## src/design/rmbtd_ram.sv

```systemverilog
// rmbtd_ram: generic simple dual-port ram, one write and one registered read port
// no dependencies
`default_nettype none

module rmbtd_ram #(
	parameter int WIDTH = 2,
	parameter int DEPTH = 2048
) (
	input  wire logic                     clk,
	input  wire logic                     we,
	input  wire logic [$clog2(DEPTH)-1:0] waddr,
	input  wire logic [WIDTH-1:0]         wdata,
	input  wire logic                     re,
	input  wire logic [$clog2(DEPTH)-1:0] raddr,
	output logic      [WIDTH-1:0]         rdata
);

	logic [WIDTH-1:0] mem [DEPTH];

	always_ff @(posedge clk) begin
		if (we) begin
			mem[waddr] <= wdata;
		end
		if (re) begin
			rdata <= mem[raddr];
		end
	end

endmodule

`default_nettype wire

```

## config.mk

```make
export PLATFORM = sky130hd
export DESIGN_NAME = rmbtd_ram
export DESIGN_NICKNAME = d
export VERILOG_FILES = /design/src/design/rmbtd_ram.sv
export SDC_FILE = /design/constraint.sdc
export NUM_CORES = 2
export LEC_CHECK = 0
export BUFFER_PORTS_ARGS = -buffer_cell sky130_fd_sc_hd__buf_2
export CELL_PAD_IN_SITES_DETAIL_PLACEMENT = 2
export CELL_PAD_IN_SITES_GLOBAL_PLACEMENT = 2
export CORE_MARGIN = 2
export CORE_UTILIZATION = 44
export CTS_CLUSTER_SIZE = 14
export DETAILED_ROUTE_END_ITERATION = 10
export PLACE_DENSITY_LB_ADDON = 0.1
export SLEW_MARGIN = 40
export SYNTH_ARGS = -nofsm -noshare
export SYNTH_HDL_FRONTEND = slang
export SYNTH_SLANG_ARGS = --single-unit
```

## constraint.sdc

```tcl
create_clock -name clk -period 2.5 [get_ports clk]
set_input_delay 0.25 -clock clk [delete_from_list [all_inputs] [get_ports clk]]
set_output_delay 0.25 -clock clk [all_outputs]
set_load 0.02 [all_outputs]
```

==> out/qor.txt <==
Clock power frac: 0.436
floorplan row count: 227
Syn. warnings: 0
Simple-Gate Fraction of Synth Area: 0.06868
1st-iter DRT viols: 13230
Switch Pwr: 34.45 mW
grt total ovfl: 0
area of the die: 388600 µm²
Async SR Flop Fraction: 0
sequential fraction of the synthesis area: 0.7290
DRT antenna net count: 0
Avg Cell Area, Syn: 16.59 µm²
unrepaired setup endpoints after global routing: true
Worst-path clk slew: 0.06 ns
Synth Net Count: 10200
Yosys cell types: 80
Sw Ratio: 0.2298
Hold WS: 0.08686 ns
layout cells sized above 1: 0.2340
Fillers: 33620
Area Overhead vs Synth: 17.61%
GRT busiest layer: met2
Top Family by Delay on Critical Path: compound AO/OA/AOI/OAI gates
critical-path cell list: buf_8, buf_4, buf_4, buf_12, nor2b_2, buf_4, buf_4, a21oi_1, o21ai_0, a2bb2oi_1, o211ai_1, o31ai_2, nand4_1, nand4_1
number of synthesized register bits: 4098
clk_skew: 0.06405 ns
GP Congestion: 0.8664
max-slew violations: 0
Critical Path Slowest Stage Cell: o31ai_2
Crit Path Max Fanout: 17
CP dominant cell by count: buf_4
Mapped Area: 168800 µm²
Clock Tree Root: clkbuf_16
Area contributors post-synth: edfxtp_1 73%, mux4_2 8.2%, nor2_1 4.8%
met3 Use GR: 0.05143
Syn Inst Count: 10170
minimum clock period: 3.051 ns
Critical Path AT: 3.90 ns
Die H: 623.4 µm
setup slack after layout: -0.5507 ns
Peak VDD IR: 648.4 µV
Comb power frac: 0.060
Pre-antenna DRT Iters: 6
Leak: 63.59 nW
Seq pwr share: 0.504
CP endpoint kind: flip-flop
Synth Area in Compound Gates: 0.03776
largest family of logic cells by synthesized area: multiplexers
Hold Crit Class: input pin to flip-flop
Yosys top cell area share: 0.7290
dominant synthesized flop cell: edfxtp_1
starting density of the core: 0.4419
Detail Placement HPWL: 417000 µm
Worst slew margin: 0.3894
overall routing resource usage: 0.3312
routed wire length per instance: 39.47 µm
# DRC: 0
power per standard cell area: 755.2 nW/µm²
Tot Pwr: 149.9 mW
Hold Fails Final Rpt: 0
initial antenna violation count: 70
most common cell in the synthesized netlist: edfxtp_1
Max stage delay on crit path: 0.62 ns
CP startpoint kind: input pin
TritonCTS Buffers: 444
Critical path buffers and inverters: 6
maximum clock rate: 327.8 MHz
Routed WL: 650900 µm
final worst-path cycle share: 1.220
Required @ worst endpoint: 3.35 ns
Sink Count: 4098
Horiz. Die Dim: 623.4 µm
post-synthesis mux area share: 0.1346
IO buf count: 28
Clk Latency, worst-skew pair: 1.03 ns
Post-synth EDFFs: 4098
actual slew at the worst max-slew pin: 0.9159 ns
clock tree buffer depth: 4
setup violators final: 2
met2 usage: 0.5462
Vias/cell: 6.332
CORE AREA: 382000 µm²
failing checks: setup timing
Pint: 115.5 mW
first-pass GRT wire length: 904300 µm
Seq. cell area: 123100 µm²
largest net degree at the start of global routing: 142
commonest cells in the synthesized netlist: 4098 x edfxtp_1, 2181 x nor2_1, 798 x mux2i_1
final core utilization: 0.5197
outcome: complete, but fails checks
Post-Synth Adder-Cell Area: 0
grt met1 use: 0.4408
Max Cap Violations: 0
multi-input logic area: 41720 µm²
area leader, netlist: edfxtp_1
Top Ports: 29
xor-xnor portion of the synthesized cell area: 0
fin nets: 11090
critical setup path kind: input pin to flip-flop
vias in the first global route: 112500
# H-tree levels: 5
via count: 104400
CTS tree: done
[cells by family (layout without fill, tap and decap cells)]
group,after synthesis,in the layout
flops,4098,4098
simple gates,2850,2850
mux,1459,1459
compound gates,910,910
buf+inv,857,2109
other cells,0,27
[sequential cells by signal, indices dropped and copies added (netlist names)]
register / cells
rdata: 2
mem: 4096
[what timing repair did]
action / CTS / global route
hold buffers: 9 / 0
buffers inserted: 1 / 3
cloned: 1 / 0
gates resized for setup: 85 / 21
endpoints found under the setup margin: 2 / 9
hold endpoints to repair: 819 / 0
pin swaps: 13 / 10
[worst min-delay path: stages]
cell,delay (ns)
buf_2,0.21
nor3_2,0.07
buf_4,0.20
nand2_1,0.11
nor2_1,0.06
[per-layer routing]
metal / routed length, µm / part of all wire
met5: 126 / 0.00019
met4: 28830 / 0.044
met3: 51530 / 0.079
met2: 316400 / 0.49
met1: 254000 / 0.39
[stage by stage]
stage | worst slack (ns) | instance area [µm²] | TNS, ns | cells
finish | -0.5507 | 198500 | -1.087 | 16490
global route | -0.5584 | 198500 | -1.072 | 16480
global placement | -2.517 | 183700 | -9.029 | 15640
floorplan | -0.1339 | 168900 | -0.2362 | 10170
CTS | -0.5052 | 198300 | -0.9692 | 16460
detailed placement | -1.880 | 183800 | -20.30 | 15650
[placed cells by master, fill, tap and decap left out, types with 92 or more instances in the layout]
master        n
edfxtp_1   4098
nor2_1     2179
buf_4       980
mux2i_1     790
mux4_2      617
clkbuf_16   446
buf_12      278
o221ai_1    246
nand2_1     226
o22ai_1     175
nor3_1      152
a21oi_1     139
clkinv_1    118
o21ai_0     114
clkbuf_1     92
[power groups by stage]
stage,registers [mW],clock network (mW),logic [mW]
finish,75.6,65.3,8.99
global route,75.6,68.1,9.25
CTS,75.6,65.9,8.87
detailed placement,77.1,0,8.70
global placement,77.1,0,8.39
floorplan,77.1,0,3.80
[cell type report]
type                       count  share of cell area
clock buffer                 538             0.05795
multi-input combinational   5219              0.2102
inverter                       4           0.0001386
clock inverter               267             0.01247
antenna                       27           0.0003403
timing repair buffer        1300             0.06736
sequential                  4098              0.6198
tap                         5038             0.03175
[worst paths after layout]
kind | from | end | slack (ns) | cells past startpoint
max | raddr[1] | rdata[1]$_DFFE_PP_ | -0.55 | 14
min | waddr[4] | mem[1505][1]$_DFFE_PP_ | 0.09 | 5
max reg2reg | mem[1282][0]$_DFFE_PP_ | rdata[0]$_DFFE_PP_ | -0.54 | 9
min reg2reg | mem[247][0]$_DFFE_PP_ | rdata[0]$_DFFE_PP_ | 1.39 | 7
Note: power is estimated with default switching activity, not from simulation.
