==> src/design/rmbtd_pkg.sv <==
// rmbtd_pkg: shared types and constants of the red-minus-blue threshold and dilation block
// no dependencies
`default_nettype none

package rmbtd_pkg;

	localparam int PIX_W      = 8;
	localparam int SIZE_W     = 12;
	localparam int CFG_DATA_W = 12;
	localparam int CFG_IDX_W  = 2;
	localparam int WIN_W      = 9;

	// configuration register indexes
	localparam logic [CFG_IDX_W-1:0] REG_THRESHOLD = 2'd0;
	localparam logic [CFG_IDX_W-1:0] REG_WIDTH     = 2'd1;
	localparam logic [CFG_IDX_W-1:0] REG_HEIGHT    = 2'd2;

	localparam logic [PIX_W-1:0] THRESHOLD_RESET = 8'd100;
	localparam int               WIDTH_RESET     = 640;
	localparam int               HEIGHT_RESET    = 480;
	localparam int               SIZE_MIN        = 2;

	// line store word: bit 0 two rows back, bit 1 previous row
	localparam int LS_W   = 2;
	localparam int LS_TOP = 0;
	localparam int LS_MID = 1;

	// window keep masks, window bits 3*k+j: column k (0 oldest), row j (0 top)
	localparam logic [WIN_W-1:0] KEEP_NO_RIGHT  = 9'h03F;
	localparam logic [WIN_W-1:0] KEEP_NO_LEFT   = 9'h1F8;
	localparam logic [WIN_W-1:0] KEEP_NO_ABOVE  = 9'h1B6;
	localparam logic [WIN_W-1:0] KEEP_NO_BELOW  = 9'h0DB;

	typedef struct packed {
		logic [PIX_W-1:0]  threshold;
		logic [SIZE_W-1:0] width;
		logic [SIZE_W-1:0] height;
	} cfg_t;

	typedef struct packed {
		logic mbit;
		logic has_out;
		logic frame_end;
		logic right_edge;
		logic left_edge;
		logic top_row;
		logic bottom_row;
	} pos_t;

endpackage

`default_nettype wire

==> src/design/rmbtd_res_if.sv <==
// rmbtd_res_if: result channel, valid/ready with mask and frame_end
// no dependencies
`default_nettype none

interface rmbtd_res_if ();
	logic valid;
	logic ready;
	logic mask;
	logic frame_end;

	modport source (output valid, mask, frame_end, input ready);
	modport sink (input valid, mask, frame_end, output ready);
endinterface

`default_nettype wire

==> src/design/rmbtd_window.sv <==
// rmbtd_window: 3x3 window shift, border masking, line store write-back, result register
// depends on rmbtd_pkg, rmbtd_res_if
`default_nettype none

module rmbtd_window import rmbtd_pkg::*; #(
	parameter int ADDR_W = 11
) (
	input  wire logic              clk,
	input  wire logic              arst_n,
	input  pos_t                   pos_s1,
	input  wire logic [ADDR_W-1:0] col_s1,
	input  wire logic              valid_s1,
	input  wire logic [LS_W-1:0]   rdata,
	output logic                   take_s1,
	output logic                   ram_we,
	output logic [ADDR_W-1:0]      ram_waddr,
	output logic [LS_W-1:0]        ram_wdata,
	rmbtd_res_if.source            result
);

	logic [WIN_W-1:0] window_q;
	logic [WIN_W-1:0] win_next;
	logic [WIN_W-1:0] win_m;
	logic             out_valid_q;
	logic             mask_q;
	logic             frame_end_q;

	assign take_s1 = valid_s1 && (!out_valid_q || result.ready);

	always_comb begin
		win_next = {pos_s1.mbit, rdata[LS_MID], rdata[LS_TOP], window_q[WIN_W-1:3]};
		win_m    = win_next;
		if (pos_s1.right_edge) begin
			win_m = win_m & KEEP_NO_RIGHT;
		end
		if (pos_s1.left_edge) begin
			win_m = win_m & KEEP_NO_LEFT;
		end
		if (pos_s1.top_row) begin
			win_m = win_m & KEEP_NO_ABOVE;
		end
		if (pos_s1.bottom_row) begin
			win_m = win_m & KEEP_NO_BELOW;
		end
	end

	// previous row moves up, this item's bit becomes the previous row
	assign ram_we    = take_s1;
	assign ram_waddr = col_s1;
	assign ram_wdata = {pos_s1.mbit, rdata[LS_MID]};

	always_ff @(posedge clk or negedge arst_n) begin
		if (!arst_n) begin
			window_q    <= '0;
			out_valid_q <= 1'b0;
		end else begin
			if (take_s1) begin
				window_q    <= win_next;
				out_valid_q <= pos_s1.has_out;
			end else if (result.ready) begin
				out_valid_q <= 1'b0;
			end
		end
	end

	always_ff @(posedge clk) begin
		if (take_s1 && pos_s1.has_out) begin
			mask_q      <= (win_m != '0);
			frame_end_q <= pos_s1.frame_end;
		end
	end

	assign result.valid     = out_valid_q;
	assign result.mask      = mask_q;
	assign result.frame_end = frame_end_q;

	a_frame_end_out: assert property (@(posedge clk) disable iff (!arst_n)
		take_s1 && pos_s1.frame_end |=> result.valid && result.frame_end)
		else $error("frame end item produced no marked result");

	a_no_result: assert property (@(posedge clk) disable iff (!arst_n)
		take_s1 && !pos_s1.has_out |=> !result.valid)
		else $error("result shown for an item without one");

	a_window_shift: assert property (@(posedge clk) disable iff (!arst_n)
		take_s1 |=> window_q[WIN_W-1:WIN_W-3] == $past({pos_s1.mbit, rdata[LS_MID],
			rdata[LS_TOP]}))
		else $error("window column not shifted in");

endmodule

`default_nettype wire

==> src/flat_wrapper.sv <==
// flat-port wrapper written by rule: the top's interface ports become plain ports
module rmbtd_window_flat import rmbtd_pkg::*;
#(
	parameter int ADDR_W = 11
)
  (clk, arst_n, pos_s1, col_s1, valid_s1, rdata, take_s1, ram_we, ram_waddr, ram_wdata, result_valid, result_mask, result_frame_end, result_ready);
  rmbtd_res_if result_i ();
  input  wire logic clk;
  input  wire logic arst_n;
  input  pos_t pos_s1;
  input  wire logic [ADDR_W-1:0] col_s1;
  input  wire logic valid_s1;
  input  wire logic [LS_W-1:0] rdata;
  output logic take_s1;
  output logic ram_we;
  output logic [ADDR_W-1:0] ram_waddr;
  output logic [LS_W-1:0] ram_wdata;
  output wire logic [$bits(result_i.valid)-1:0] result_valid;
  output wire logic [$bits(result_i.mask)-1:0] result_mask;
  output wire logic [$bits(result_i.frame_end)-1:0] result_frame_end;
  input wire logic [$bits(result_i.ready)-1:0] result_ready;
  assign result_valid = result_i.valid;
  assign result_mask = result_i.mask;
  assign result_frame_end = result_i.frame_end;
  assign result_i.ready = result_ready;
  rmbtd_window #(.ADDR_W(ADDR_W)) u_core (.clk(clk), .arst_n(arst_n), .pos_s1(pos_s1), .col_s1(col_s1), .valid_s1(valid_s1), .rdata(rdata), .take_s1(take_s1), .ram_we(ram_we), .ram_waddr(ram_waddr), .ram_wdata(ram_wdata), .result(result_i));
endmodule
==> config.mk <==
export PLATFORM = sky130hd
export DESIGN_NAME = rmbtd_window_flat
export DESIGN_NICKNAME = d
export VERILOG_FILES = /design/src/design/rmbtd_pkg.sv /design/src/design/rmbtd_res_if.sv /design/src/design/rmbtd_window.sv /design/src/flat_wrapper.sv
export SDC_FILE = /design/constraint.sdc
export NUM_CORES = 1
export LEC_CHECK = 0
export BUFFER_PORTS_ARGS = -buffer_cell sky130_fd_sc_hd__clkbuf_2
export CAP_MARGIN = 20
export CORE_MARGIN = 2
export CORE_UTILIZATION = 40
export CTS_BUF_LIST = sky130_fd_sc_hd__clkbuf_8 sky130_fd_sc_hd__clkbuf_16
export DETAILED_ROUTE_END_ITERATION = 10
export MAX_ROUTING_LAYER = met4
export PLACE_DENSITY_LB_ADDON = 0.25
export SYNTH_ARGS = -nofsm -noshare
export SYNTH_HDL_FRONTEND = slang
export SYNTH_SLANG_ARGS = --single-unit
==> constraint.sdc <==
create_clock -name clk -period 2.2 [get_ports clk]
set_clock_uncertainty 0.1 [all_clocks]
set_input_delay 0.22 -clock clk [delete_from_list [all_inputs] [get_ports clk]]
set_output_delay 0.22 -clock clk [all_outputs]
set_load 0.05 [all_outputs]
==> results.ini <==
[min_path]
tightest_hold_check_type=input port to flip-flop
worst_hold_path.num_cells=1
min_delay_worst_endpoint=u_core.result.frame_end
min_from=pos_s1[4]

[sta]
worst_slew_margin_rel_pct=81.5
setup_total_negative_slack_ns=0
tightest_slew_ns=0.279
finalSetupViolations=0
min_period_ns=1.50
whs_ns=0.0666
final.period_utilization_pct=68.3
worst_slack_ns=0.696
unrepaired_setup_endpoints_after_global_routing=no
timing.fmax_mhz=665
timing.final.hold_violations=0
final-max-slew-violation-count=0

[floorplan]
ios=42
starting_density_pct=42.1
die-height_um=40.5
core_area_um2=1270
die_area_um2=1640
std_cell_rows=13
floorplan.die.width_um=40.5

[cts]
path_clk_slew_ns=0.05
number_of_instances_resized_during_post_cts_repair=0
clock_insertion_delay_worst_skew_ns=0.23
ctsHtreeMaxLevel=1
tritoncts.num_buffers=3
ctsRootBufferMaster=sky130_fd_sc_hd__clkbuf_8
clock_sink_count=9
cts_tree=yes
cts.path.max_buffers=2

[detailed_routing]
routed_wire_length_per_instance_um=13.5
via_per_inst=4.84
dr_total_vias=339
number_of_iterations_in_the_first_detailed_routing_pass=2
drt_iter0_markers=4
final_ant_viol_nets=0
drc_errors=0
detail_route.wirelength_um=948

[critical_path]
rr_worst_depth=3
regToRegSetupSlack_ns=0.98
worstPathMaxFanout=7
required_ns=1.88
worstReg2RegEnd=u_core.result.mask
crit_end_category=primary output
cp_data_arrival_time_ns=1.18
worstPathCellList=nand2b_4 -> nand2_4 -> inv_1 -> clkbuf_2
timing.rr.start=u_core.window_q[5]
cp_slowest_cell=sky130_fd_sc_hd__dfrtp_1
setup.worst_path.start_class=flip-flop
timing_worst_setup_path_type=flip-flop to primary output
critPathMaxStageDelay_ns=0.40

[placed_design]
buffer_ports.inserted=19
pre_cts_ws_ns=0.942
post-place-cells=65
placed_area_um2=543
gp_routability_congestion=0.736
detailedPlacementHpwl_um=764

[synthesis]
number_of_warning_messages_in_the_yosys_log=0
synth_fp_nets=69
syn-mean-instance-area_um2=11.9
synth_top_cells_by_area=sky130_fd_sc_hd__dfrtp_1, sky130_fd_sc_hd__buf_4, sky130_fd_sc_hd__mux2_4
synth_largest_area_cell=sky130_fd_sc_hd__dfrtp_1
synthCells=45
proportion_of_synthesized_chip_area_in_sequential_cells_pct=44.0
yosysUniqueCellTypes=14
synth-seq-cells=9
post-synth-top-area-fraction_pct=32.8
synth.cell_area_um2=534

[pwr]
totalPowerFinal_uw=508
pwr_density_cell_nw_per_um2=849
reported_leakage_power_nw=0.320
ir_worst_vdd_mv=0.455

[layout]
final_design_area_no_fill_um2=598
final_layout_size_suffix_gt1_share_pct=56.4
fill_cells=124
area.growth.synth_to_final_pct=11.9
antenna_cells=0
final_net_count=80
final_util_pct=47.1
final-instance-count-excl-fill=70

[global_routing]
grt_first_pass_wirelength_um=1490
pin_count_of_the_biggest_net_entering_global_routing=8
first_global_vias=330
antenna_found_initial=0
grt_usage_pct=15.3
grt_remaining_overflow=0

[job]
cap_viol_max_count=0

[outcome]
outcome=complete, no violations

==> registers in the layout, summed over array words and instances, names as in the netlist <==
signal and cells:
u_core.result.frame_end 1, u_core.result.mask 1, u_core.result.valid 1, u_core.window_q 6
==> critical path, delay by kind of cell, from the launching register on <==
family	cells	cell delay, ns
flops	1	0.40
simple gates	2	0.19
buf+inv	2	0.35
==> cells in the mapped netlist <==
| library cell | count |
|---|---|
| sky130_fd_sc_hd__buf_4 | 14 |
| sky130_fd_sc_hd__dfrtp_1 | 7 |
| sky130_fd_sc_hd__mux2_4 | 6 |
| sky130_fd_sc_hd__inv_1 | 3 |
| sky130_fd_sc_hd__nor2b_1 | 3 |
| sky130_fd_sc_hd__a21oi_1 | 2 |
| sky130_fd_sc_hd__edfxtp_1 | 2 |
| sky130_fd_sc_hd__nand2_1 | 2 |
| sky130_fd_sc_hd__and3_2 | 1 |
| sky130_fd_sc_hd__nand2_4 | 1 |
| sky130_fd_sc_hd__nand2b_4 | 1 |
| sky130_fd_sc_hd__o2111ai_1 | 1 |
| sky130_fd_sc_hd__o21bai_1 | 1 |
| sky130_fd_sc_hd__o31ai_1 | 1 |
==> report_power, final <==
group	leakage (nW)	total, mW	internal (mW)	switching (mW)
clock	0.0269	0.186	0.121	0.0643
sequential	0.0999	0.211	0.195	0.0151
combinational	0.193	0.111	0.0543	0.0571
==> worst max path at each step <==
stage                                   start                  to  slack, ns  depth (start not counted)
after floorplan           u_core.result.valid             take_s1       0.42                          4
after global placement     u_core.window_q[5]  u_core.result.mask       0.95                          3
after detailed placement  u_core.result.valid              ram_we       0.94                          4
after CTS                 u_core.result.valid              ram_we       0.69                          4
after global routing      u_core.result.valid             take_s1       0.64                          4
final                     u_core.result.valid              ram_we       0.70                          4
==> logic make-up (layout without fill, tap and decap cells) <==
kind of cell | Yosys count | in the layout | share of synthesized area, %
AOI/OAI and AO/OA | 5 | 5 | 6.32
buffers and inverters | 17 | 27 | 21.8
DFF | 9 | 9 | 44.0
muxes | 6 | 6 | 16.9
and+or+nand+nor | 8 | 8 | 11.0
==> cell usage in the layout, fill, tap and decap left out <==
cell | netlist | routed
sky130_fd_sc_hd__clkbuf_8 | 0 | 3
sky130_fd_sc_hd__mux2_4 | 6 | 6
sky130_fd_sc_hd__clkbuf_2 | 0 | 19
sky130_fd_sc_hd__o21bai_1 | 1 | 1
sky130_fd_sc_hd__o31ai_1 | 1 | 1
sky130_fd_sc_hd__inv_1 | 3 | 4
sky130_fd_sc_hd__nand2b_4 | 1 | 1
sky130_fd_sc_hd__nand2_1 | 2 | 2
sky130_fd_sc_hd__o2111ai_1 | 1 | 1
sky130_fd_sc_hd__edfxtp_1 | 2 | 2
sky130_fd_sc_hd__dlygate4sd3_1 | 0 | 1
sky130_fd_sc_hd__a21oi_1 | 2 | 2
sky130_fd_sc_hd__dfrtp_1 | 7 | 7
sky130_fd_sc_hd__nor2b_1 | 3 | 3
sky130_fd_sc_hd__nand2_4 | 1 | 1
sky130_fd_sc_hd__and3_2 | 1 | 1
==> area by class of cell <==
cell class	count	area [um^2]	area share, %
Clock buffer	3	41.3	6.90
Clock inverter	1	3.75	0.628
Multi-Input combinational cell	19	183	30.5
Tap cell	15	18.8	3.14
Sequential cell	9	235	39.3
Inverter	3	11.3	1.88
Timing Repair Buffer	20	105	17.6
==> timing repair <==
action | CTS | global route
hold buffers | 1 | 0
setup buffers | 0 | 0
endpoints found under the setup margin | 0 | 0
endpoints found under the hold margin | 7 | 0
==> routing by layer <==
| metal | GRT usage (%) | wire length (um) |
|---|---|---|
| met3 | 12.8 | 146 |
| met5 | - | 0 |
| met4 | 5.00 | 7 |
| met1 | 13.5 | 332 |
| met2 | 24.2 | 462 |
No activity file was read; power rests on OpenSTA's default activity.
