==> src/design/rmbtd_pkg.sv <==
// rmbtd_pkg: shared types and constants of the red-minus-blue threshold and dilation block
// no dependencies
`default_nettype none

package rmbtd_pkg;

	localparam int PIX_W      = 8;
	localparam int SIZE_W     = 12;
	localparam int CFG_DATA_W = 12;
	localparam int CFG_IDX_W  = 2;
	localparam int WIN_W      = 9;

	// configuration register indexes
	localparam logic [CFG_IDX_W-1:0] REG_THRESHOLD = 2'd0;
	localparam logic [CFG_IDX_W-1:0] REG_WIDTH     = 2'd1;
	localparam logic [CFG_IDX_W-1:0] REG_HEIGHT    = 2'd2;

	localparam logic [PIX_W-1:0] THRESHOLD_RESET = 8'd100;
	localparam int               WIDTH_RESET     = 640;
	localparam int               HEIGHT_RESET    = 480;
	localparam int               SIZE_MIN        = 2;

	// line store word: bit 0 two rows back, bit 1 previous row
	localparam int LS_W   = 2;
	localparam int LS_TOP = 0;
	localparam int LS_MID = 1;

	// window keep masks, window bits 3*k+j: column k (0 oldest), row j (0 top)
	localparam logic [WIN_W-1:0] KEEP_NO_RIGHT  = 9'h03F;
	localparam logic [WIN_W-1:0] KEEP_NO_LEFT   = 9'h1F8;
	localparam logic [WIN_W-1:0] KEEP_NO_ABOVE  = 9'h1B6;
	localparam logic [WIN_W-1:0] KEEP_NO_BELOW  = 9'h0DB;

	typedef struct packed {
		logic [PIX_W-1:0]  threshold;
		logic [SIZE_W-1:0] width;
		logic [SIZE_W-1:0] height;
	} cfg_t;

	typedef struct packed {
		logic mbit;
		logic has_out;
		logic frame_end;
		logic right_edge;
		logic left_edge;
		logic top_row;
		logic bottom_row;
	} pos_t;

endpackage

`default_nettype wire

==> src/design/rmbtd_pix_if.sv <==
// rmbtd_pix_if: pixel input channel, valid/ready with red, blue and flush
// depends on rmbtd_pkg
`default_nettype none

interface rmbtd_pix_if import rmbtd_pkg::*; ();
	logic             valid;
	logic             ready;
	logic [PIX_W-1:0] red;
	logic [PIX_W-1:0] blue;
	logic             flush;

	modport source (output valid, red, blue, flush, input ready);
	modport sink (input valid, red, blue, flush, output ready);
endinterface

`default_nettype wire

==> src/design/rmbtd_scan.sv <==
// rmbtd_scan: raster position counters, threshold, line store clear and input register
// depends on rmbtd_pkg, rmbtd_pix_if
`default_nettype none

module rmbtd_scan import rmbtd_pkg::*; #(
	parameter int MAX_WIDTH  = 2048,
	parameter int MAX_HEIGHT = 2048
) (
	input  wire logic                         clk,
	input  wire logic                         arst_n,
	rmbtd_pix_if.sink                         pixel,
	input  cfg_t                              cfg,
	input  wire logic                         take_s1,
	output pos_t                              pos_s1,
	output logic [$clog2(MAX_WIDTH)-1:0]      col_s1,
	output logic                              valid_s1,
	output logic                              ram_re,
	output logic [$clog2(MAX_WIDTH)-1:0]      ram_raddr,
	output logic                              clr_busy,
	output logic [$clog2(MAX_WIDTH)-1:0]      clr_addr
);

	localparam int CW   = $clog2(MAX_WIDTH);
	localparam int RW   = $clog2(MAX_HEIGHT + 4);
	localparam int CMPW = (RW + 1 > SIZE_W + 1) ? RW + 1 : SIZE_W + 1;

	logic [CW-1:0] col_q;
	logic [RW-1:0] row_q;
	logic [CW-1:0] clr_addr_q;
	logic          clr_busy_q;

	logic            accept;
	logic [CW-1:0]   c_cur;
	logic [RW-1:0]   r_cur;
	logic [CW:0]     c_inc;
	logic [CW-1:0]   col_n;
	logic [RW-1:0]   row_n;
	logic [CMPW-1:0] w_x;
	logic [CMPW-1:0] h_x;
	logic [CMPW-1:0] r_x;
	logic            c_is0;
	logic            past_h;
	logic            hit;
	pos_t            pos;

	assign pixel.ready = !clr_busy_q && (!valid_s1 || take_s1);
	assign accept      = pixel.valid && pixel.ready;

	always_comb begin
		w_x   = CMPW'(cfg.width);
		h_x   = CMPW'(cfg.height);
		c_cur = col_q;
		r_cur = row_q;
		if (CMPW'(col_q) >= w_x) begin
			c_cur = '0;
			r_cur = row_q + RW'(1);
		end
		if (CMPW'(r_cur) > h_x + CMPW'(1)) begin
			c_cur = '0;
			r_cur = '0;
		end
		r_x    = CMPW'(r_cur);
		c_is0  = (c_cur == '0);
		past_h = (r_x >= h_x + CMPW'(1));
		hit    = (pixel.red > pixel.blue) && ((pixel.red - pixel.blue) > cfg.threshold);

		pos.mbit       = !pixel.flush && (r_x < h_x) && hit;
		pos.has_out    = !((r_cur == '0) || ((r_cur == RW'(1)) && c_is0));
		pos.frame_end  = pos.has_out && c_is0 && past_h;
		pos.right_edge = c_is0;
		pos.left_edge  = (c_cur == CW'(1));
		pos.top_row    = c_is0 ? (r_cur == RW'(2)) : (r_cur == RW'(1));
		pos.bottom_row = c_is0 ? past_h : (r_x >= h_x);

		c_inc = {1'b0, c_cur} + (CW+1)'(1);
		col_n = c_inc[CW-1:0];
		row_n = r_cur;
		if (CMPW'(c_inc) >= w_x) begin
			col_n = '0;
			row_n = r_cur + RW'(1);
		end
		if (pos.frame_end) begin
			col_n = '0;
			row_n = '0;
		end
	end

	always_ff @(posedge clk or negedge arst_n) begin
		if (!arst_n) begin
			col_q      <= '0;
			row_q      <= '0;
			valid_s1   <= 1'b0;
			clr_busy_q <= 1'b1;
			clr_addr_q <= '0;
		end else begin
			if (clr_busy_q) begin
				clr_addr_q <= clr_addr_q + CW'(1);
				if (clr_addr_q == CW'(MAX_WIDTH - 1)) begin
					clr_busy_q <= 1'b0;
				end
			end
			if (accept) begin
				col_q    <= col_n;
				row_q    <= row_n;
				valid_s1 <= 1'b1;
			end else if (take_s1) begin
				valid_s1 <= 1'b0;
			end
		end
	end

	always_ff @(posedge clk) begin
		if (accept) begin
			pos_s1 <= pos;
			col_s1 <= c_cur;
		end
	end

	assign ram_re    = accept;
	assign ram_raddr = c_cur;
	assign clr_busy  = clr_busy_q;
	assign clr_addr  = clr_addr_q;

	a_col_in_row: assert property (@(posedge clk) disable iff (!arst_n)
		accept |=> CMPW'(col_q) < CMPW'(cfg.width))
		else $error("column counter left the row");

	a_frame_restart: assert property (@(posedge clk) disable iff (!arst_n)
		accept && pos.frame_end |=> col_q == '0 && row_q == '0)
		else $error("frame end did not restart position");

	a_row_bound: assert property (@(posedge clk) disable iff (!arst_n)
		accept |=> CMPW'(row_q) <= CMPW'(cfg.height) + CMPW'(2))
		else $error("row counter beyond flush region");

endmodule

`default_nettype wire

==> src/flat_wrapper.sv <==
// flat-port wrapper written by rule: the top's interface ports become plain ports
module rmbtd_scan_flat import rmbtd_pkg::*;
#(
	parameter int MAX_WIDTH  = 2048,
	parameter int MAX_HEIGHT = 2048
)
  (clk, arst_n, cfg, take_s1, pos_s1, col_s1, valid_s1, ram_re, ram_raddr, clr_busy, clr_addr, pixel_valid, pixel_red, pixel_blue, pixel_flush, pixel_ready);
  rmbtd_pix_if pixel_i ();
  input  wire logic clk;
  input  wire logic arst_n;
  input  cfg_t cfg;
  input  wire logic take_s1;
  output pos_t pos_s1;
  output logic [$clog2(MAX_WIDTH)-1:0] col_s1;
  output logic valid_s1;
  output logic ram_re;
  output logic [$clog2(MAX_WIDTH)-1:0] ram_raddr;
  output logic clr_busy;
  output logic [$clog2(MAX_WIDTH)-1:0] clr_addr;
  input wire logic [$bits(pixel_i.valid)-1:0] pixel_valid;
  input wire logic [$bits(pixel_i.red)-1:0] pixel_red;
  input wire logic [$bits(pixel_i.blue)-1:0] pixel_blue;
  input wire logic [$bits(pixel_i.flush)-1:0] pixel_flush;
  output wire logic [$bits(pixel_i.ready)-1:0] pixel_ready;
  assign pixel_i.valid = pixel_valid;
  assign pixel_i.red = pixel_red;
  assign pixel_i.blue = pixel_blue;
  assign pixel_i.flush = pixel_flush;
  assign pixel_ready = pixel_i.ready;
  rmbtd_scan #(.MAX_WIDTH(MAX_WIDTH), .MAX_HEIGHT(MAX_HEIGHT)) u_core (.clk(clk), .arst_n(arst_n), .pixel(pixel_i), .cfg(cfg), .take_s1(take_s1), .pos_s1(pos_s1), .col_s1(col_s1), .valid_s1(valid_s1), .ram_re(ram_re), .ram_raddr(ram_raddr), .clr_busy(clr_busy), .clr_addr(clr_addr));
endmodule
==> config.mk <==
export PLATFORM = sky130hd
export DESIGN_NAME = rmbtd_scan_flat
export DESIGN_NICKNAME = d
export VERILOG_FILES = /design/src/design/rmbtd_pkg.sv /design/src/design/rmbtd_pix_if.sv /design/src/design/rmbtd_scan.sv /design/src/flat_wrapper.sv
export SDC_FILE = /design/constraint.sdc
export NUM_CORES = 1
export LEC_CHECK = 0
export BUFFER_PORTS_ARGS = -buffer_cell sky130_fd_sc_hd__buf_2
export CORE_MARGIN = 8
export CORE_UTILIZATION = 48
export CTS_BUF_LIST = sky130_fd_sc_hd__clkbuf_8
export DETAILED_ROUTE_END_ITERATION = 10
export HOLD_SLACK_MARGIN = 0.08
export PLACE_DENSITY = 0.74
export SLEW_MARGIN = 20
export SYNTH_ARGS = -nofsm -noshare
export SYNTH_HDL_FRONTEND = slang
export SYNTH_SLANG_ARGS = --single-unit
==> constraint.sdc <==
create_clock -name clk -period 9.3 [get_ports clk]
set_clock_uncertainty 0.2 [all_clocks]
set_input_delay 0.93 -clock clk [delete_from_list [all_inputs] [get_ports clk]]
set_output_delay 0.93 -clock clk [all_outputs]
set_load 0.01 [all_outputs]
==> results summary <==
Along the worst hold path, the cell count comes to 1. The run finished with clean final reports. The critical path is of the in -> reg type. The clock net in this run drives a total of 54 sinks. The share of cells above drive strength 1 came out at ~19%. The antenna diode count is 0. Ranked by total cell area, the synthesized netlist is headed by sky130_fd_sc_hd__ha_1 20%, sky130_fd_sc_hd__dfrtp_1 17%, sky130_fd_sc_hd__edfxtp_1 10%. The total number of placement rows is 38.

The final net count is 825. The setup TNS came out at 0 ns. Detailed placement finished with a half-perimeter wire length of 10.82 mm. The hold buffer count at CTS came out at 0. The final clock period utilization by the worst path is 86.33%.

The met1 usage is 21.86%. The global-route usage over all layers came out at 17.77%. The slew at the pin with the worst max-slew slack came out at roughly 0.97 ns. The static leakage is 3.089 nW. The number of buffers added for setup after CTS is 0. Dividing the synthesized area by the synthesized cell count gives 8.981 um^2. After synthesis, the share of flip-flops with an asynchronous set or reset is 66.67%. The delay contributed by the slowest stage of the critical path came out at 0.47 ns. The number of buffers between clock root and the deepest sink came out at 2. The number of buffers added by the clock tree synthesis step came out at 5. The worst-case reg-to-reg path depth came out at 32.

The clock transition time at the flip-flop clock pins of the worst setup and hold paths came out at ~0.11 ns. The clock latency at the later pin of the worst-skew pair is 0.32 ns. The global-route layer with the greatest usage is met2.

The first-pass detailed-route iteration total is 5. Among cell families on the critical path, the largest total delay comes from simple AND/OR/NAND/NOR gates. Global routing consumed, on the met2 layer, 30.50% of the routing resources.

The count of non-filler cells in the finished layout is 826. Counting flops and latches in the post-synthesis netlist gives 54. In the synthesized netlist, the number of instances is 590.

The die covers 0.01466 mm^2. The number of nets in the synthesized netlist is 730. Among all stages on the critical path, the largest delay is contributed by sky130_fd_sc_hd__or3_1.

The maximum level of the CTS H-tree came out at 2. STA puts the critical path data arrival time at 8.05 ns. In this run the worst setup path begins at cfg[21]. Among all flip-flop cells after synthesis, the most frequent one is sky130_fd_sc_hd__dfrtp_1. The number of top-level pins came out at 97.

The number of flops mapped to enable cells by yosys came out at 18. The final-report setup violation count is 0. The peak ir drop on the vdd network came out at 0.07467 mV. Leaving out fill and tap cells, the most frequent cells in the layout are 96 x sky130_fd_sc_hd__buf_2, 86 x sky130_fd_sc_hd__ha_1, 58 x sky130_fd_sc_hd__inv_1. The initial antenna violation count came out at 0. The clock period minus worst slack is 8.028 ns. The first-pass GRT wire length is between 20 and 25 mm. The first routing iteration left approximately 260 violations. The overall power of the completed layout is 0.8112 mW.

In the routed design, unresolved DRC markers number 0. The max-slew violation count came out at 0. The standard cell core area came out at 0.01079 mm^2. The worst hold path begins at u_core.clr_addr[7]. The area fraction of the dominant cell type after synthesis is 20.31%. The slack of the critical path is 1.272 ns. The critical path crosses 34 cells after its start point. The antenna violation net count after detailed routing came out at 0. The count of maximum capacitance violations is 0.

Dividing the detail-routed via count by the number of cells gives 5.594. STA classifies the critical path startpoint as a primary input. The cell area after technology mapping came out at 0.005299 mm^2. Summed over all instances, the cell type with the most area after synthesis is sky130_fd_sc_hd__ha_1. In this run the critical register-to-register path is launched from u_core.col_q[9]. The final weighted congestion in routability-driven placement is 0.9467. By instance count, the cell type seen most on the critical path is sky130_fd_sc_hd__ha_1. The critical-path maximum fanout is 13. The pin count of the biggest net entering global routing came out at 37. Hold is met by 0.2935 ns.

The post-detailed-route wirelength per cell came out at 16.01 um. Measured against its own limit, the worst slew margin works out to 34.61%. The clock root buffer master is sky130_fd_sc_hd__clkbuf_8.

The fmax is 0.1246 GHz. Dividing total power by cell area gives a power density of 134.6 mW/mm^2. TritonCTS built the clock tree.

The global routing met3 resource utilization is 3.304%. The post-place setup slack is around 1.1 ns. The area growth from synthesis to layout is 13.74%. The number of warnings printed during yosys synthesis came out at 0. The count of buffers inserted at the top-level ports came out at 96.

The initial core utilization came out at 49.10%. The total length of routed wires came out at 13.22 mm. The die outline height is 121.1 um. The via count is ~4,600.

The total placed cells including tap cells came out at 818. The horizontal die dimension came out at 121.1 um. The count of cell types in the netlist is 66. At the worst endpoint, the required time is 9.32 ns.

For this run the aggregate overflow at the end of global routing stands at 0. In this run the worst hold path is classified as reg -> reg. The number of global-route vias before repair is 4,660. The sequential fraction of the synthesis area came out at 27.23%. The total of cells resized after clock tree synthesis is 0. The number of buffers and inverters on the critical path is 6. The final-report hold violation count came out at 0. STA classifies the critical path endpoint as a flip-flop. Setup repair after global routing left no endpoint under its margin. The most common cell after layout, fill and taps aside is sky130_fd_sc_hd__buf_2.
==> Yosys cell counts, types with 2 or more instances <==
cell type and n:
sky130_fd_sc_hd__a211oi_1 4, sky130_fd_sc_hd__edfxtp_1 18, sky130_fd_sc_hd__a211o_1 2, sky130_fd_sc_hd__mux2_2 3
sky130_fd_sc_hd__nor2b_1 3, sky130_fd_sc_hd__xnor2_1 40, sky130_fd_sc_hd__inv_1 58, sky130_fd_sc_hd__nand2_1 50
sky130_fd_sc_hd__clkbuf_1 10, sky130_fd_sc_hd__o311ai_1 2, sky130_fd_sc_hd__and2_1 18, sky130_fd_sc_hd__o31ai_2 6
sky130_fd_sc_hd__a21o_1 9, sky130_fd_sc_hd__o31ai_1 4, sky130_fd_sc_hd__and3_1 14, sky130_fd_sc_hd__o211ai_1 3
sky130_fd_sc_hd__a22o_1 6, sky130_fd_sc_hd__nand3_1 26, sky130_fd_sc_hd__nor2_1 30, sky130_fd_sc_hd__o21bai_1 2
sky130_fd_sc_hd__o2111ai_1 2, sky130_fd_sc_hd__nor4_1 3, sky130_fd_sc_hd__nor3_1 10, sky130_fd_sc_hd__nand4_1 14
sky130_fd_sc_hd__a2111oi_0 2, sky130_fd_sc_hd__ha_1 86, sky130_fd_sc_hd__dfrtp_1 35, sky130_fd_sc_hd__o22ai_1 3
sky130_fd_sc_hd__o31a_1 3, sky130_fd_sc_hd__or3_1 5, sky130_fd_sc_hd__xor2_1 15, sky130_fd_sc_hd__o41ai_2 2
sky130_fd_sc_hd__a21oi_1 28, sky130_fd_sc_hd__nand2b_1 12, sky130_fd_sc_hd__mux2i_1 3, sky130_fd_sc_hd__o21ai_0 21
sky130_fd_sc_hd__o21a_1 9
==> registers in the layout (all words and copies together) (netlist names) <==
name,flops
u_core.clr_busy,1
u_core.row_q,12
u_core.col_s1,11
u_core.valid_s1,1
u_core.pos_s1,7
u_core.col_q,11
u_core.clr_addr,11
==> cell type report <==
| cell class | instances | area (um^2) |
|---|---|---|
| clock buffer | 6 | 82.58 |
| timing repair buffer | 100 | 510.5 |
| multi-input combinational | 465 | 3578 |
| tap | 140 | 175.2 |
| fill | 935 | 4766 |
| sequential | 54 | 1443 |
| clock inverter | 2 | 16.27 |
| inverter | 59 | 221.5 |
==> layer usage <==
layer	wire length [um]	up-vias	part of all wire (%)
met1	5871	2143	44
met2	6189	159	47
li1	-	2294	-
met3	849	25	6.4
met4	314	0	2.4
met5	0	-	0
==> logic make-up after synthesis <==
group           count (synthesis)  synth area share (%)
fa+ha+maj                      87                 20.68
compound gates                119                 16.77
simple gates                  198                 19.79
mux                             6                 1.204
buf+inv                        71                 5.242
xor+xnor                       55                 9.091
flops                          54                 27.23
==> final timing paths <==
path / end / slack, ns
max reg2reg: u_core.row_q[11] / 1.50
max: u_core.row_q[11] / 1.27
max in group asynchronous: u_core.clr_addr[1] / 7.84
min reg2reg: u_core.clr_addr[7] / 0.29
min in group asynchronous: u_core.col_q[8] / 0.51
min: u_core.clr_addr[7] / 0.29
==> worst reg2reg max path, delay by kind of cell (launching register included) <==
family	cells	cell delay, ns
AO/OA/AOI/OAI	8	1.67
XOR/XNOR	2	0.27
adder cells (fa/ha/maj)	4	1.24
flip-flops	1	0.49
AND/OR/NAND/NOR	13	2.78
buffers and inverters	4	0.67
multiplexers	1	0.41
==> power breakdown <==
part	switching, mW	total, mW	internal [mW]	leakage [nW]
Clock	0.0837	0.145	0.0616	0.0478
Combinational	0.203	0.352	0.149	2.37
Sequential	0.0310	0.313	0.282	0.667
==> metrics by stage <==
stage | utilization, % | instance area, um^2
4_1_cts | 55.84 | 6027
5_1_grt | 55.84 | 6027
6_report | 55.84 | 6027
3_5_place_dp | 54.93 | 5928
2_1_floorplan | - | 5299
3_3_place_gp | 54.93 | 5928
(Power assumes the default switching activity.)
