--- src/design/rmbtd_pkg.sv ---
// rmbtd_pkg: shared types and constants of the red-minus-blue threshold and dilation block
// no dependencies
`default_nettype none

package rmbtd_pkg;

	localparam int PIX_W      = 8;
	localparam int SIZE_W     = 12;
	localparam int CFG_DATA_W = 12;
	localparam int CFG_IDX_W  = 2;
	localparam int WIN_W      = 9;

	// configuration register indexes
	localparam logic [CFG_IDX_W-1:0] REG_THRESHOLD = 2'd0;
	localparam logic [CFG_IDX_W-1:0] REG_WIDTH     = 2'd1;
	localparam logic [CFG_IDX_W-1:0] REG_HEIGHT    = 2'd2;

	localparam logic [PIX_W-1:0] THRESHOLD_RESET = 8'd100;
	localparam int               WIDTH_RESET     = 640;
	localparam int               HEIGHT_RESET    = 480;
	localparam int               SIZE_MIN        = 2;

	// line store word: bit 0 two rows back, bit 1 previous row
	localparam int LS_W   = 2;
	localparam int LS_TOP = 0;
	localparam int LS_MID = 1;

	// window keep masks, window bits 3*k+j: column k (0 oldest), row j (0 top)
	localparam logic [WIN_W-1:0] KEEP_NO_RIGHT  = 9'h03F;
	localparam logic [WIN_W-1:0] KEEP_NO_LEFT   = 9'h1F8;
	localparam logic [WIN_W-1:0] KEEP_NO_ABOVE  = 9'h1B6;
	localparam logic [WIN_W-1:0] KEEP_NO_BELOW  = 9'h0DB;

	typedef struct packed {
		logic [PIX_W-1:0]  threshold;
		logic [SIZE_W-1:0] width;
		logic [SIZE_W-1:0] height;
	} cfg_t;

	typedef struct packed {
		logic mbit;
		logic has_out;
		logic frame_end;
		logic right_edge;
		logic left_edge;
		logic top_row;
		logic bottom_row;
	} pos_t;

endpackage

`default_nettype wire

--- src/design/rmbtd_cfg.sv ---
// rmbtd_cfg: threshold and image size registers, sizes clamped on write
// depends on rmbtd_pkg
`default_nettype none

module rmbtd_cfg import rmbtd_pkg::*; #(
	parameter int MAX_WIDTH  = 2048,
	parameter int MAX_HEIGHT = 2048
) (
	input  wire logic                  clk,
	input  wire logic                  arst_n,
	input  wire logic                  cfg_we,
	input  wire logic [CFG_IDX_W-1:0]  cfg_index,
	input  wire logic [CFG_DATA_W-1:0] cfg_data,
	output cfg_t                       cfg
);

	localparam logic [SIZE_W:0] MAX_W_X = (SIZE_W+1)'(MAX_WIDTH);
	localparam logic [SIZE_W:0] MAX_H_X = (SIZE_W+1)'(MAX_HEIGHT);
	localparam logic [SIZE_W-1:0] W_RST =
		(WIDTH_RESET > MAX_WIDTH) ? SIZE_W'(MAX_WIDTH) : SIZE_W'(WIDTH_RESET);
	localparam logic [SIZE_W-1:0] H_RST =
		(HEIGHT_RESET > MAX_HEIGHT) ? SIZE_W'(MAX_HEIGHT) : SIZE_W'(HEIGHT_RESET);

	function automatic logic [SIZE_W-1:0] clamp_size(input logic [SIZE_W-1:0] v,
			input logic [SIZE_W:0] hi);
		logic [SIZE_W-1:0] r;
		r = v;
		if (v < SIZE_W'(SIZE_MIN)) begin
			r = SIZE_W'(SIZE_MIN);
		end else if ({1'b0, v} > hi) begin
			r = hi[SIZE_W-1:0];
		end
		return r;
	endfunction

	cfg_t cfg_q;

	always_ff @(posedge clk or negedge arst_n) begin
		if (!arst_n) begin
			cfg_q.threshold <= THRESHOLD_RESET;
			cfg_q.width     <= W_RST;
			cfg_q.height    <= H_RST;
		end else if (cfg_we) begin
			case (cfg_index)
				REG_THRESHOLD: cfg_q.threshold <= cfg_data[PIX_W-1:0];
				REG_WIDTH:     cfg_q.width     <= clamp_size(cfg_data[SIZE_W-1:0], MAX_W_X);
				REG_HEIGHT:    cfg_q.height    <= clamp_size(cfg_data[SIZE_W-1:0], MAX_H_X);
				default: begin
				end
			endcase
		end
	end

	assign cfg = cfg_q;

endmodule

`default_nettype wire

--- config.mk ---
export PLATFORM = sky130hd
export DESIGN_NAME = rmbtd_cfg
export DESIGN_NICKNAME = d
export VERILOG_FILES = /design/src/design/rmbtd_pkg.sv /design/src/design/rmbtd_cfg.sv
export SDC_FILE = /design/constraint.sdc
export NUM_CORES = 1
export LEC_CHECK = 0
export ABC_AREA = 1
export CAP_MARGIN = 10
export CORE_MARGIN = 1.5
export CORE_UTILIZATION = 40
export CTS_BUF_LIST = sky130_fd_sc_hd__clkbuf_4 sky130_fd_sc_hd__clkbuf_8 sky130_fd_sc_hd__clkbuf_16
export DETAILED_ROUTE_END_ITERATION = 12
export DONT_BUFFER_PORTS = 1
export GPL_TIMING_DRIVEN = 1
export PLACE_DENSITY = 0.53
export RECOVER_POWER = 50
export SYNTH_ARGS = -nofsm -noshare
export SYNTH_HDL_FRONTEND = slang
export SYNTH_SLANG_ARGS = --single-unit
--- constraint.sdc ---
create_clock -name clk -period 1 [get_ports clk]
set_input_delay 0.05 -clock clk [delete_from_list [all_inputs] [get_ports clk]]
set_output_delay 0.05 -clock clk [all_outputs]
set_load 0.01 [all_outputs]
==> flow_metrics.py, run 1 <==
metrics = {
    "layout": {
        "final_layout_size_suffix_gt1_frac": 0.1657,
        "layout.nets": 185,
        "largest_reg_flops": 32,
        "antenna_cells": 0,
        "syn_to_final_growth_pct": 16.93,
    },
    "pwr": {
        "power_leakage_uw": 0.0007857,
        "power_density_mw_per_mm2": 1774,
        "irDropWorstVdd_uv": 925.8,
    },
    "grt": {
        "grt_use_met1": 0.2589,
        "grt_pass1_wl_mm": 5.264,
        "grt.total_usage": 0.2014,
        "gr-usage-met3": 0.08613,
        "grt_max_degree": 33,
        "grtUsageMet2": 0.2994,
        "grt_pass1_vias": 1073,
        "antenna_found_initial": 0,
        "top_usage_layer": "met2",
        "overflow": 0,
    },
    "sta": {
        "layout_setup_ws_ns": 0.04609,
        "finalMaxSlewViolations": 0,
        "hold_viol": 0,
        "tns_ns": 0,
        "setup_violations": 0,
        "period_share": 0.9539,
        "rsz0062_at_grt": "false",
        "min_period_ns": 0.9539,
        "worstMarginPinSlew_ns": 0.7667,
        "fmax_mhz": 1048,
        "slew_headroom": 0.4889,
        "fin_skew_ns": 0,
    },
    "placed_design": {
        "globalplace.congestion": 0.7787,
        "dp_slack_ns": 0.02946,
        "portBuffers": 0,
        "hpwl_mm": 2.199,
    },
    "die": {
        "die_w_um": 61.47,
        "die_area_sq_mm": 0.003779,
        "num_io_pins": 49,
        "die_h_um": 61.47,
        "rows": 21,
        "coreArea_sq_mm": 0.003311,
        "start_util": 0.4131,
    },
    "cts": {
        "ctsLongestPathBuffers": 2,
        "cts_resized": 0,
        "post-cts-setup-buffers": 0,
        "clkLatencyLatePin_ns": 0.33,
        "clkSlewWorstSetupHoldPaths_ns": 0.10,
        "cts-root-buf": "clkbuf_4",
        "cts_made_buffers": 5,
        "cts_max_level": 2,
        "cts_tree": "done",
        "clkSinkCount": 32,
    },
    "logic_synthesis": {
        "yosys.area.top_type_share": 0.4209,
        "synth_seq_cells": 32,
        "ys_types": 13,
        "synthArstFlopShare": 1.000,
        "synth_most_common_cell": "nand2_1",
        "synthTopCellsByArea": "dfrtp_1, dfstp_2, nand2_1",
        "synth-edff-count": 0,
        "syn_nets": 167,
        "synthTopCellsByCount": "nand2_1, dfrtp_1, nand3_1",
        "synthCells": 150,
        "postSynthAreaPerCell_sq_um": 9.117,
        "synthFlopType": "dfrtp_1",
        "synth_top_area_cell": "dfrtp_1",
        "ys_warn_count": 0,
        "yosysSeqAreaShare": 0.5938,
        "syn_area_sq_mm": 0.001368,
    },
    "detailed_routing": {
        "ant_nets": 0,
        "via_per_inst": 4.995,
        "drc_errors": 0,
        "first_pass_iters": 4,
        "wl_per_cell_um": 15.49,
        "drt_wl_total_mm": 3.330,
        "first_iter_violations": 68,
        "dr_total_vias": 1074,
    },
    "critical_path": {
        "worstReg2RegStart": "cfg[24]$_DFFE_PN0P_",
        "worstRegToRegCells": 1,
        "cp.required_ns": 0.95,
        "r2r_setup_slack_ns": 0.19,
        "crit_type": "register to output port",
        "path_max_fanout": 2,
        "end_kind": "output port",
        "critPathArrivalTime_ns": 0.90,
        "r2r-end": "cfg[24]$_DFFE_PN0P_",
        "crit_path_start_kind": "register",
    },
    "job": {
        "drv_cap": 0,
    },
    "hold_path": {
        "hold_path.class": "input pin to register",
        "hold_end": "cfg[23]$_DFFE_PN0P_",
        "min_from": "cfg_we",
        "whs_path_depth": 3,
    },
    "outcome": {
        "status": "finished, final reports clean",
    },
}
[cell usage in the layout, fill, tap and decap left out, types with 4 or more instances in the layout]
master	count
clkbuf_4	5
dfrtp_1	23
dfstp_2	9
dlygate4sd3_1	14
inv_1	4
mux2_2	7
nand2_1	55
nand3_1	23
nor2_1	19
[per-stage QoR]
step / cell area, sq um / util / instances / total power, uW / hold slack (ns)
after CTS: 1619 / 0.4890 / 215 / 2887 / 0.01022
after global placement: 1398 / 0.4221 / 192 / 2006 / -0.2447
after detailed placement: 1398 / 0.4221 / 192 / 2015 / -0.2449
after floorplan: 1368 / - / 150 / 1949 / -0.2456
final: 1599 / 0.4830 / 215 / 2836 / 0.02334
after global routing: 1599 / 0.4830 / 215 / 3000 / 0.04830
[layout make-up]
| class | instances | area, sq um |
|---|---|---|
| multi-input combinational | 108 | 493.0 |
| fill | 343 | 1712 |
| sequential | 32 | 812.0 |
| inverter | 4 | 15.01 |
| clock inverter | 2 | 10.01 |
| tap | 46 | 57.56 |
| timing repair buffer | 17 | 160.2 |
| clock buffer | 6 | 51.30 |
[metal layers]
layer | routed length [um] | vias to the layer above
met5 | 0 | -
met4 | 57 | 0
met3 | 264 | 5
met2 | 1535 | 43
met1 | 1472 | 513
li1 | - | 513
[cells by family (layout without fill, tap and decap cells)]
logic type / after synthesis / count (layout) / synth area share
and+or+nand+nor: 100 / 100 / 0.3028
DFF: 32 / 32 / 0.5938
buffers and inverters: 10 / 29 / 0.04208
muxes: 7 / 7 / 0.05764
AOI/OAI and AO/OA: 1 / 1 / 0.003656
[power by group]
| group | switching (uW) | internal, uW | leakage, uW | total [uW] |
|---|---|---|---|---|
| Combinational | 173 | 156 | 0.000362 | 329 |
| Clock | 430 | 334 | 0.0000380 | 765 |
| Sequential | 220 | 1520 | 0.000386 | 1740 |
| Total | 824 | 2010 | 0.000786 | 2840 |
[worst max path at each step]
stage                   startpoint             endpoint  depth (start not counted)
6_report        cfg[6]$_DFFE_PN1P_               cfg[6]                          0
5_1_grt         cfg[6]$_DFFE_PN1P_               cfg[6]                          0
4_1_cts        cfg[29]$_DFFE_PN1P_              cfg[29]                          0
3_5_place_dp           cfg_data[6]  cfg[13]$_DFFE_PN0P_                          7
3_3_place_gp           cfg_data[2]  cfg[13]$_DFFE_PN0P_                          7
2_1_floorplan  cfg[24]$_DFFE_PN0P_  cfg[24]$_DFFE_PN0P_                          1
[what timing repair did]
item	4_1_cts	5_1_grt
endpoints found under the hold margin	63	0
hold buffers	15	0
setup endpoints to repair	0	0
Note: power is estimated with default switching activity, not from simulation.
==> run 2: changes to the inputs <==
Settings changed: CORE_UTILIZATION 40 to 45, PLACE_DENSITY 0.53 to 0.59, TNS_END_PERCENT set to 50.
Clock period 1 ns to 1.05 ns, I/O delays scaled along.
==> run 2 against run 1 <==
Net effect: the run now ends with DRC left; combinational power down 5%; wire length down 3.4%; non-clock buffer count down 1; worst hold slack worse by 0.0061 ns; largest cell class unchanged; largest power group unchanged; highest routed layer unchanged.
==> flow_metrics.py, run 2 (synthesis results as in run 1) <==
metrics = {
    "critical_path": {
        "critPathArrivalTime_ns": 0.91,
        "cp.required_ns": 1.00,
        "end_kind": "output port",
        "worstReg2RegStart": "cfg[27]$_DFFE_PN0P_",
        "r2r-end": "cfg[27]$_DFFE_PN0P_",
        "crit_path_start_kind": "register",
        "path_max_fanout": 2,
        "crit_type": "register to output port",
        "worstRegToRegCells": 1,
        "r2r_setup_slack_ns": 0.25,
    },
    "layout": {
        "largest_reg_flops": 32,
        "final_common_cell": "nand2_1",
        "layout.nets": 184,
        "design_area_sq_mm": 0.001604,
        "fillers": 260,
        "antenna_cells": 0,
        "layout_common_cells": "nand2_1, nand3_1, dfrtp_1",
        "fin_util": 0.5670,
        "syn_to_final_growth_pct": 17.29,
        "final_layout_size_suffix_gt1_frac": 0.1667,
    },
    "hold_path": {
        "hold_end": "cfg[23]$_DFFE_PN0P_",
        "hold_path.class": "input pin to register",
        "min_from": "cfg_we",
        "whs_path_depth": 3,
    },
    "die": {
        "coreArea_sq_mm": 0.002829,
        "die_h_um": 58.13,
        "rows": 19,
        "die_area_sq_mm": 0.003379,
        "die_w_um": 58.13,
        "num_io_pins": 49,
        "start_util": 0.4834,
    },
    "detailed_routing": {
        "wl_per_cell_um": 16.17,
        "ant_nets": 0,
        "first_iter_violations": 60,
        "first_pass_iters": 8,
        "drt_wl_total_mm": 3.217,
        "dr_total_vias": 1067,
        "via_per_inst": 5.362,
        "drc_errors": 3,
    },
    "placed_design": {
        "globalplace.congestion": 0.7746,
        "portBuffers": 0,
        "hpwl_mm": 2.126,
        "placed_area_sq_mm": 0.001379,
    },
    "sta": {
        "slew_headroom": 0.4904,
        "min_period_ns": 0.9614,
        "hold_slack_ns": 0.01727,
        "fin_skew_ns": 0,
        "fmax_mhz": 1040,
        "finalMaxSlewViolations": 0,
        "rsz0062_at_grt": "false",
        "worstMarginPinSlew_ns": 0.7645,
        "hold_viol": 0,
        "period_share": 0.9156,
        "setup_violations": 0,
        "tns_ns": 0,
    },
    "cts": {
        "cts_tree": "done",
        "cts-root-buf": "clkbuf_4",
        "clkSlewWorstSetupHoldPaths_ns": 0.10,
        "clkLatencyLatePin_ns": 0.33,
        "cts_max_level": 2,
        "clkSinkCount": 32,
        "ctsLongestPathBuffers": 2,
        "post-cts-setup-buffers": 0,
        "cts_made_buffers": 5,
    },
    "outcome": {
        "violations": "DRC",
        "status": "finished with violations",
    },
    "pwr": {
        "power_density_mw_per_mm2": 1884,
        "power_leakage_uw": 0.0007950,
        "finalPower_uw": 3023,
        "irDropWorstVdd_uv": 936.2,
    },
    "grt": {
        "grt_pass1_vias": 1043,
        "grt_max_degree": 33,
        "grt.total_usage": 0.2118,
        "grt_pass1_wl_mm": 5.195,
        "overflow": 0,
        "antenna_found_initial": 0,
    },
    "job": {
        "drv_cap": 0,
    },
}
[run 2: cell count changes in the layout (fill, tap and decap cells not counted)]
cell           change
dlygate4sd3_1      -1
clkinv_2           -2
clkbuf_8           +1
bufinv_16          +1
[run 2: tightest hold or removal path, delay by kind of cell]
family           cells  cell delay [ns]
and+or+nand+nor      3             0.25
[run 2: metrics by stage]
stage | cells | setup WS (ns)
5_1_grt | 199 | 0.03256
3_3_place_gp | 177 | 0.1122
6_report | 199 | 0.08858
4_1_cts | 199 | 0.07658
2_1_floorplan | 150 | 0.2789
3_5_place_dp | 177 | 0.09214
[run 2: routing by layer]
metal	vias up	global-route usage	part of all wire	wire length, um
li1	513	-	-	-
met1	510	0.2815	0.44	1402
met2	38	0.3101	0.46	1481
met3	6	0.08929	0.083	268
met4	0	0.07973	0.020	65
met5	-	0	0	0
[run 2: where the power goes]
| group | switching [uW] | internal [uW] | leakage, uW |
|---|---|---|---|
| registers | 207 | 1450 | 0.000386 |
| logic | 166 | 146 | 0.000358 |
| clock network | 422 | 632 | 0.0000515 |
| total | 795 | 2230 | 0.000795 |
[run 2: how the worst max path moves through the flow]
stage                        startpoint             endpoint  slack, ns  cells past startpoint
floorplan           cfg[24]$_DFFE_PN0P_  cfg[24]$_DFFE_PN0P_       0.28                      1
global placement            cfg_data[2]  cfg[20]$_DFFE_PN0P_       0.11                      7
detailed placement          cfg_data[6]  cfg[17]$_DFFE_PN0P_       0.09                      7
CTS                 cfg[21]$_DFFE_PN1P_              cfg[21]       0.08                      0
global route                cfg_data[6]   cfg[6]$_DFFE_PN1P_       0.03                      7
finish              cfg[21]$_DFFE_PN1P_              cfg[21]       0.09                      0
[run 2: final cells by class]
class	instances	area [sq um]	area share
well taps	31	38.79	0.02418
clock inverters	1	30.03	0.01872
flip-flops and latches	32	812.0	0.5062
multi-input cells	108	493.0	0.3073
clock buffers	7	65.06	0.04056
inverters	4	15.01	0.009360
repair buffers	16	150.1	0.09360
[run 2: what timing repair did]
action / 4_1_cts / 5_1_grt
hold buffers: 14 / 0
hold endpoints to repair: 62 / 0
gates resized for setup: 0 / 0
==> run 3: changes to the inputs <==
Settings changed: REMOVE_ABC_BUFFERS set to 1.
==> run 3 against run 2 <==
Net effect: the run still ends with DRC left; total power fell by 11%; sequential power barely moved; final cell count did not move; wire length rose by 2.0%; first-iteration DRC count rose by 1.7%; clock skew did not move; utilization fell by 1.1 points; largest power group unchanged.
==> flow_metrics.py, run 3 (synthesis results as in run 1) <==
metrics = {
    "placed_design": {
        "hpwl_mm": 2.144,
        "globalplace.congestion": 0.7583,
        "portBuffers": 0,
    },
    "cts": {
        "ctsLongestPathBuffers": 2,
        "cts_resized": 0,
        "clkLatencyLatePin_ns": 0.32,
        "cts-root-buf": "clkbuf_4",
        "cts_tree": "done",
        "cts_made_buffers": 5,
        "cts_hold_buf": 14,
        "post-cts-setup-buffers": 0,
        "clkSlewWorstSetupHoldPaths_ns": 0.09,
        "cts_max_level": 2,
        "clkSinkCount": 32,
    },
    "detailed_routing": {
        "wl_per_cell_um": 16.49,
        "dr_total_vias": 1058,
        "first_iter_violations": 61,
        "drt_wl_total_mm": 3.281,
        "ant_nets": 0,
        "drc_errors": 3,
        "via_per_inst": 5.317,
        "first_pass_iters": 8,
    },
    "sta": {
        "fmax_mhz": 1052,
        "fin_skew_ns": 0,
        "slew_headroom": 0.4871,
        "rsz0062_at_grt": "false",
        "setup_violations": 0,
        "finalMaxSlewViolations": 0,
        "period_share": 0.9054,
        "tns_ns": 0,
        "hold_viol": 0,
        "worstMarginPinSlew_ns": 0.7693,
        "min_period_ns": 0.9507,
    },
    "grt": {
        "overflow": 0,
        "grt_pass1_wl_mm": 5.292,
        "grt.total_usage": 0.2167,
        "antenna_found_initial": 0,
        "grt_max_degree": 33,
        "grt_pass1_vias": 1077,
    },
    "hold_path": {
        "hold_path.class": "input pin to register",
        "min_from": "cfg_we",
    },
    "die": {
        "coreArea_sq_mm": 0.002829,
        "die_w_um": 58.13,
        "die_h_um": 58.13,
        "rows": 19,
        "die_area_sq_mm": 0.003379,
        "num_io_pins": 49,
        "start_util": 0.4834,
    },
    "pwr": {
        "power_leakage_uw": 0.0007792,
        "irDropWorstVdd_uv": 1153,
        "power_density_mw_per_mm2": 1715,
    },
    "layout": {
        "final_layout_size_suffix_gt1_frac": 0.1607,
        "syn_to_final_growth_pct": 14.91,
        "layout_common_cells": "nand2_1, nand3_1, dfrtp_1",
        "layout.nets": 184,
        "final_common_cell": "nand2_1",
        "fillers": 267,
        "fin_util": 0.5555,
        "antenna_cells": 0,
        "largest_reg_flops": 32,
    },
    "critical_path": {
        "crit_type": "register to output port",
        "cp-startpoint": "cfg[8]$_DFFE_PN1P_",
        "cp.required_ns": 1.00,
        "end_kind": "output port",
        "worstReg2RegStart": "cfg[24]$_DFFE_PN0P_",
        "critPathArrivalTime_ns": 0.90,
        "path_max_fanout": 2,
        "crit_path_start_kind": "register",
    },
    "job": {
        "drv_cap": 0,
    },
    "outcome": {
        "violations": "DRC",
        "status": "finished with violations",
    },
}
## run 3: final timing paths
check                                       to  slack (ns)  depth (start not counted)
min in group asynchronous  cfg[17]$_DFFE_PN0P_        0.33                          2
max                                     cfg[8]         0.1                          0
min reg2reg                cfg[21]$_DFFE_PN1P_        0.50                          2
min                        cfg[17]$_DFFE_PN0P_        0.01                          3
max reg2reg                cfg[24]$_DFFE_PN0P_        0.21                          1
max in group asynchronous   cfg[1]$_DFFE_PN0P_        0.23                          2
## run 3: layout make-up
| cell class | count | area (sq um) | area share |
|---|---|---|---|
| Clock buffer | 8 | 60.06 | 0.03822 |
| Inverter | 4 | 15.01 | 0.009554 |
| Multi-Input combinational cell | 108 | 495.5 | 0.3153 |
| Sequential cell | 32 | 812.0 | 0.5167 |
| Tap cell | 31 | 38.79 | 0.02468 |
| Timing Repair Buffer | 16 | 150.1 | 0.09554 |
## run 3: layer usage
metal	wire, um	GRT usage
met3	227	0.06696
met5	0	0
met2	1553	0.3133
met4	72	0.1296
met1	1427	0.2857
## run 3: where the power goes
part / internal, uW / switching [uW]
clock network: 344 / 382
registers: 1450 / 209
logic: 146 / 168
## run 3: through the flow
| step | setup WS [ns] | total power [uW] | instances | instance area, sq um | hold WS [ns] |
|---|---|---|---|---|---|
| 3_5_place_dp | 0.09084 | 1924 | 177 | 1379 | -0.2423 |
| 4_1_cts | 0.08724 | 2736 | 199 | 1589 | 0.006563 |
| 3_3_place_gp | 0.1019 | 1908 | 177 | 1379 | -0.2423 |
| 2_1_floorplan | -0.07988 | 1842 | 144 | 1325 | -0.2431 |
| 5_1_grt | 0.05783 | 2838 | 199 | 1572 | 0.01188 |
| 6_report | 0.09931 | 2695 | 199 | 1572 | 0.01283 |
